$ cat config.mk
export PLATFORM = sky130hd
export DESIGN_NAME = three_class_weighted_queue_server_core
export DESIGN_NICKNAME = d
export VERILOG_FILES = /design/src/sv/twqs_pkg.sv /design/src/sv/twqs_fifo.sv /design/src/sv/twqs_sched.sv /design/src/sv/three_class_weighted_queue_server_core.sv
export SDC_FILE = /design/constraint.sdc
export NUM_CORES = 2
export LEC_CHECK = 0
export BUFFER_PORTS_ARGS = -buffer_cell sky130_fd_sc_hd__buf_2
export CORE_MARGIN = 3
export CORE_UTILIZATION = 55
export CTS_BUF_LIST = sky130_fd_sc_hd__clkbuf_2
export CTS_CLUSTER_DIAMETER = 120
export DETAILED_ROUTE_END_ITERATION = 7
export GPL_TIMING_DRIVEN = 0
export PLACE_DENSITY_LB_ADDON = 0.3
export SLEW_MARGIN = 20
export SYNTH_ARGS = -nofsm -noshare
export SYNTH_HDL_FRONTEND = slang
export SYNTH_SLANG_ARGS = --single-unit
export TNS_END_PERCENT = 30
$ cat constraint.sdc
create_clock -name clk -period 7.2 [get_ports clk]
set_input_delay 2.16 -clock clk [delete_from_list [all_inputs] [get_ports clk]]
set_output_delay 2.16 -clock clk [all_outputs]
set_load 0.01 [all_outputs]
$ cat src/sv/twqs_pkg.sv
`timescale 1ns / 1ps
`default_nettype none

package twqs_pkg;

    localparam int NUM_CLS = 3;

    localparam logic [1:0] CLS_NORMAL   = 2'd0;
    localparam logic [1:0] CLS_PRIORITY = 2'd1;
    localparam logic [1:0] CLS_URGENT   = 2'd2;

    localparam logic REQ_ENQUEUE = 1'b0;
    localparam logic REQ_SERVE   = 1'b1;

    localparam int          BURST_W         = 8;
    localparam logic [7:0]  NORMAL_BURST_RST = 8'd2;

    // word index of the normal_burst register
    localparam logic        REG_NORMAL_BURST = 1'b0;

    typedef struct packed {
        logic [7:0]  age;
        logic [15:0] ticket_id;
        logic [15:0] patient_id;
    } twqs_entry_t;

    typedef struct packed {
        logic [NUM_CLS-1:0] push;
        logic [NUM_CLS-1:0] pop;
        logic               served;
        logic [1:0]         served_class;
        logic               dropped;
    } twqs_ctl_t;

endpackage

`default_nettype wire

$ cat src/sv/twqs_fifo.sv
`timescale 1ns / 1ps
`default_nettype none

module twqs_fifo
    import twqs_pkg::*;
#(
    parameter int DEPTH = 16
)
(
    input  wire logic        clk,
    input  wire logic        rst_n,
    input  wire logic        push,
    input  wire logic        pop,
    input  wire twqs_entry_t wr_entry,
    output twqs_entry_t      rd_entry,
    output logic             empty,
    output logic             full
);

    localparam int AW = (DEPTH > 1) ? $clog2(DEPTH) : 1;
    localparam int CW = $clog2(DEPTH + 1);

    twqs_entry_t store_mem [DEPTH];
    twqs_entry_t rd_entry_reg;

    logic [AW-1:0] head_reg, head_next;
    logic [AW-1:0] tail_reg, tail_next;
    logic [CW-1:0] count_reg, count_next;

    always_comb
    begin
        head_next  = head_reg;
        tail_next  = tail_reg;
        count_next = count_reg;
        if (push)
        begin
            tail_next = (tail_reg == AW'(DEPTH - 1)) ? '0 : tail_reg + AW'(1);
        end
        if (pop)
        begin
            head_next = (head_reg == AW'(DEPTH - 1)) ? '0 : head_reg + AW'(1);
        end
        if (push && !pop)
        begin
            count_next = count_reg + CW'(1);
        end
        else if (pop && !push)
        begin
            count_next = count_reg - CW'(1);
        end
    end

    always_ff @(posedge clk or negedge rst_n)
    begin
        if (!rst_n)
        begin
            head_reg  <= '0;
            tail_reg  <= '0;
            count_reg <= '0;
        end
        else
        begin
            head_reg  <= head_next;
            tail_reg  <= tail_next;
            count_reg <= count_next;
        end
    end

    // read data is registered and held until the next pop
    always_ff @(posedge clk)
    begin
        if (push)
        begin
            store_mem[tail_reg] <= wr_entry;
        end
        if (pop)
        begin
            rd_entry_reg <= store_mem[head_reg];
        end
    end

    assign rd_entry = rd_entry_reg;
    assign empty    = (count_reg == '0);
    assign full     = (count_reg == CW'(DEPTH));

endmodule

`default_nettype wire

$ cat src/sv/twqs_sched.sv
`timescale 1ns / 1ps
`default_nettype none

module twqs_sched
    import twqs_pkg::*;
(
    input  wire logic               clk,
    input  wire logic               rst_n,
    input  wire logic               go,
    input  wire logic               req_type,
    input  wire logic [1:0]         queue_class,
    input  wire logic [NUM_CLS-1:0] empty,
    input  wire logic [NUM_CLS-1:0] full,
    input  wire logic [7:0]         normal_burst,
    output twqs_ctl_t               ctl
);

    logic [BURST_W-1:0] burst_reg, burst_next;

    always_comb
    begin
        ctl        = '0;
        burst_next = burst_reg;
        if (go)
        begin
            if (req_type == REQ_ENQUEUE)
            begin
                case (queue_class)
                    CLS_NORMAL, CLS_PRIORITY, CLS_URGENT:
                    begin
                        if (full[queue_class])
                        begin
                            ctl.dropped = 1'b1;
                        end
                        else
                        begin
                            ctl.push[queue_class] = 1'b1;
                        end
                    end
                    default:
                    begin
                        ctl.dropped = 1'b1;
                    end
                endcase
            end
            else
            begin
                // urgent first, then normal within its burst, then priority, then normal past its burst
                if (!empty[CLS_URGENT])
                begin
                    ctl.served       = 1'b1;
                    ctl.served_class = CLS_URGENT;
                end
                else if ((burst_reg < normal_burst) && !empty[CLS_NORMAL])
                begin
                    ctl.served       = 1'b1;
                    ctl.served_class = CLS_NORMAL;
                    burst_next       = burst_reg + BURST_W'(1);
                end
                else if (!empty[CLS_PRIORITY])
                begin
                    ctl.served       = 1'b1;
                    ctl.served_class = CLS_PRIORITY;
                    burst_next       = '0;
                end
                else if (!empty[CLS_NORMAL])
                begin
                    ctl.served       = 1'b1;
                    ctl.served_class = CLS_NORMAL;
                    burst_next       = BURST_W'(1);
                end
                if (ctl.served)
                begin
                    ctl.pop[ctl.served_class] = 1'b1;
                end
            end
        end
    end

    always_ff @(posedge clk or negedge rst_n)
    begin
        if (!rst_n)
        begin
            burst_reg <= '0;
        end
        else
        begin
            burst_reg <= burst_next;
        end
    end

endmodule

`default_nettype wire

$ cat src/sv/three_class_weighted_queue_server_core.sv
`timescale 1ns / 1ps
`default_nettype none

// Channel   Direction  Handshake                Content
// s_*       in         s_tvalid / s_tready      request beat: tuser kind+class, tdata entry
// m_*       out        m_tvalid / m_tready      result beat: tuser flags+class, tdata entry
// APB       in/out     psel, penable / pready   normal_burst at word 0
//
// One beat accepted per cycle unless a stalled m_tready holds the result stage.
// Stage one holds the request and makes the pick; the queue memory read port
// registers the popped entry into the result stage.
// Reset clears pointers, counts, burst count and valid bits; queue contents stay
// undefined. A stalled m_tready holds the result stage and, behind it, s_tready.

module three_class_weighted_queue_server_core
    import twqs_pkg::*;
#(
    parameter int QUEUE_DEPTH = 16
)
(
    input  wire logic        clk,
    input  wire logic        rst_n,

    input  wire logic        s_tvalid,
    output logic             s_tready,
    input  wire logic [2:0]  s_tuser,   // req_type, queue_class[1:0]
    input  wire logic [39:0] s_tdata,   // patient_id, ticket_id, age

    output logic             m_tvalid,
    input  wire logic        m_tready,
    output logic [3:0]       m_tuser,   // served, served_class[1:0], dropped
    output logic [39:0]      m_tdata,   // out_patient_id, out_ticket_id, out_age

    input  wire logic        psel,
    input  wire logic        penable,
    input  wire logic        pwrite,
    input  wire logic [2:0]  paddr,
    input  wire logic [31:0] pwdata,
    output logic [31:0]      prdata,
    output logic             pready
);

    logic [7:0] normal_burst_reg;

    logic        a_valid_reg;
    logic        a_req_reg;
    logic [1:0]  a_cls_reg;
    twqs_entry_t a_entry_reg;
    logic        a_advance;

    logic        b_valid_reg;
    logic        b_served_reg;
    logic [1:0]  b_cls_reg;
    logic        b_dropped_reg;

    twqs_ctl_t          ctl;
    logic [NUM_CLS-1:0] empty;
    logic [NUM_CLS-1:0] full;
    twqs_entry_t        rd_entry [NUM_CLS];
    twqs_entry_t        out_entry;

    // configuration
    assign pready = 1'b1;

    always_ff @(posedge clk or negedge rst_n)
    begin
        if (!rst_n)
        begin
            normal_burst_reg <= NORMAL_BURST_RST;
        end
        else if (psel && penable && pwrite && (paddr[2] == REG_NORMAL_BURST))
        begin
            normal_burst_reg <= pwdata[7:0];
        end
    end

    assign prdata = (paddr[2] == REG_NORMAL_BURST) ? {24'd0, normal_burst_reg} : '0;

    // request stage
    assign a_advance = a_valid_reg && (!b_valid_reg || m_tready);
    assign s_tready  = !a_valid_reg || a_advance;

    always_ff @(posedge clk or negedge rst_n)
    begin
        if (!rst_n)
        begin
            a_valid_reg <= 1'b0;
        end
        else if (s_tready)
        begin
            a_valid_reg <= s_tvalid;
        end
    end

    always_ff @(posedge clk)
    begin
        if (s_tready && s_tvalid)
        begin
            a_req_reg   <= s_tuser[0];
            a_cls_reg   <= s_tuser[2:1];
            a_entry_reg <= s_tdata;
        end
    end

    twqs_sched u_sched
    (
        .clk          (clk),
        .rst_n        (rst_n),
        .go           (a_advance),
        .req_type     (a_req_reg),
        .queue_class  (a_cls_reg),
        .empty        (empty),
        .full         (full),
        .normal_burst (normal_burst_reg),
        .ctl          (ctl)
    );

    for (genvar c = 0; c < NUM_CLS; c++)
    begin : g_queue
        twqs_fifo #(
            .DEPTH (QUEUE_DEPTH)
        ) u_fifo
        (
            .clk      (clk),
            .rst_n    (rst_n),
            .push     (ctl.push[c]),
            .pop      (ctl.pop[c]),
            .wr_entry (a_entry_reg),
            .rd_entry (rd_entry[c]),
            .empty    (empty[c]),
            .full     (full[c])
        );
    end

    // result stage
    always_ff @(posedge clk or negedge rst_n)
    begin
        if (!rst_n)
        begin
            b_valid_reg <= 1'b0;
        end
        else if (!b_valid_reg || m_tready)
        begin
            b_valid_reg <= a_valid_reg;
        end
    end

    always_ff @(posedge clk)
    begin
        if (a_advance)
        begin
            b_served_reg  <= ctl.served;
            b_cls_reg     <= ctl.served_class;
            b_dropped_reg <= ctl.dropped;
        end
    end

    always_comb
    begin
        case (b_cls_reg)
            CLS_NORMAL:   out_entry = rd_entry[CLS_NORMAL];
            CLS_PRIORITY: out_entry = rd_entry[CLS_PRIORITY];
            CLS_URGENT:   out_entry = rd_entry[CLS_URGENT];
            default:      out_entry = '0;
        endcase
    end

    assign m_tvalid = b_valid_reg;
    assign m_tuser  = {b_dropped_reg, b_cls_reg, b_served_reg};
    assign m_tdata  = b_served_reg ? out_entry : '0;

endmodule

`default_nettype wire

==> metrics <==
CTS tree done; Ports 164; Setup WS post-layout 297.0 ps; count leader, synth edfxtp_1; Hold Buf Count CTS 0; startpoint types flop; status complete, no violations; f_max 144.9 MHz; ANT nets after route 0; Tot Pwr 28.82 mW; clock slew at reported path FFs 100 ps; Seq/Total Area, Yosys 77.34%; grt ovf 0; Critical Path Sink Type output pin; leakage 31.45 nW; clock tree root driver cell clkbuf_2; die height 394.2 um; Die W 394.2 um; CTS Buffer Depth 4; H-tree levels 6; PwrDens 307.3 nW/um2; RSZ-0062 raised after global routing no; Vias/cell 6.165; vias in the first global route 44915; CP startpoint b_cls_reg[1]; Hold Slack 384.8 ps; Slew @ Worst Pin 1216 ps; synth top area cells edfxtp_1, mux4_2, mux2i_1, dfrtp_1, o21ai_0; WL per Instance 29.58 um; R2R cell count 12; slew margin rel. 18.96%; largest net degree at the start of global routing 41; Starting Density 55.73%; final period utilization 95.88%; Final Max Tran Viols 0; initial antenna violation count 14; CP max FO 10; placed instance area 89300 um2; Final Util 63.05%; DRT Pass-1 Iters 5; Num CTS Buffers 538; Placed Cells incl. Taps 6346; clk sinks 2144; DRC violations left 0; Final Skew 182.6 ps; share of layout cells above drive strength 1 32.62%; critical path arrival 4740 ps; final setup vio count 0; Mapped Cells 4041; synthesized area per cell 20.51 um2; Synth Cell Area 82880 um2; first-pass GRT wire length 305800 um; Final nets 5007; pre-CTS WS 1679 ps; IO Port Bufs 111; Post-synth EDFFs 2087; Detailed Route Iter0 Violations 5800; Distinct cells, synth 65; placeable core area 148700 um2; DIE AREA 155400 um2; wirelength, routed 213200 um; FF+latch count, synth 2144; Req. time, crit path 5040 ps; number of flip-flops in the largest register 1920; worst r2r src a_cls_reg[1]; Hold Crit Class in2async; FFs w/ async S/R, synth 2.659%; area grow syn2layout 13.14%; # rows 141; via count 44438; Total Routing Usage GR 27.54%; Post-CTS Setup Inserts 0; DP HPWL 141000 um; Finished Layout Cells 7208; final hold violations 0; Skew-Pair Late Insertion Delay 1770 ps; kind of critical path reg2out; area fraction of the dominant cell type after synthesis 75.62%; synth warn 0; Post-CTS Resized 0; Period minus WS final 6903 ps; Maximum Capacitance Violations 0; Final Instance Area 93770 um2; synth cell count leaders edfxtp_1, mux4_2, mux2i_1; RePlAce Congestion 0.8559; Peak supply drop 0.0002167 V; prevailing post-synth register cell edfxtp_1; setup TNS 0 ps; cell taking the most area after synthesis edfxtp_1
[layout by cell type (no fill, tap or decap), drive strengths merged, types with 6 or more instances in the layout]
cell,Yosys,layout
a21o,10,10
a21oi,92,92
a221oi,80,80
a22oi,81,81
and2,52,52
and3,15,15
and3b,8,8
buf,118,398
bufinv,0,11
clkbuf,122,871
clkinv,1,72
conb,2,25
dfrtp,56,56
diode,0,7
edfxtp,2087,2087
ha,35,35
inv,27,49
mux2,95,95
mux2i,280,280
mux4,360,360
nand2,150,150
nand2b,7,7
nand3,15,15
nand4,6,6
nor2,28,28
nor2b,8,8
nor3,12,12
o21ai,224,224
xnor2,14,14
xor2,7,7
[final timing paths]
| check | slack (ps) | endpoint |
|---|---|---|
| min | 380 | g_queue[0].u_fifo.head_reg[0] |
| min reg2reg | 490 | g_queue[1].u_fifo.count_reg[4] |
| max reg2reg | 3370 | g_queue[1].u_fifo.count_reg[4] |
| min in group clk | 490 | g_queue[1].u_fifo.count_reg[4] |
| max | 300 | m_tdata[17] |
| max in group asynchronous | 6150 | u_sched.burst_reg[4] |
[cell families (layout without fill, tap and decap cells)]
logic type / count (synthesis) / in the layout / synth area share, %
simple gates: 321 / 321 / 1.988
fa+ha+maj: 38 / 38 / 0.6008
mux: 735 / 735 / 14.46
compound gates: 512 / 512 / 3.892
flops: 2144 / 2144 / 77.34
other cells: 2 / 32 / 0.009061
buf+inv: 268 / 1403 / 1.486
xor+xnor: 21 / 21 / 0.2310
[where the power goes]
part           total (mW)  internal [mW]  switching, mW
registers            14.3           14.1          0.234
clock network        7.79           3.15           4.64
logic                6.68           2.82           3.86
total                28.8           20.1           8.74
[critical path, cell delays in order (launching register included)]
cell      delay [ps]
edfxtp_1         380
clkbuf_1         680
clkbuf_1         830
mux2i_1          270
o21ai_0          520
and2_1           200
buf_2            120
[layout make-up]
class,count,area (um2)
flip-flops and latches,2144,64100
fillers,10165,54950
multi-input cells,1652,17870
clock buffers,749,3749
repair buffers,280,3593
well taps,2002,2505
plain buffers,240,1126
clock inverters,106,705.7
inverters,28,105.1
diodes,7,17.52
[routing by layer]
layer	routed length, um	GRT usage [%]
met3	26830	8.395
met5	13	0
met2	102300	42.97
met1	78390	37.46
met4	5670	9.177
Note: power is estimated with default switching activity, not from simulation.
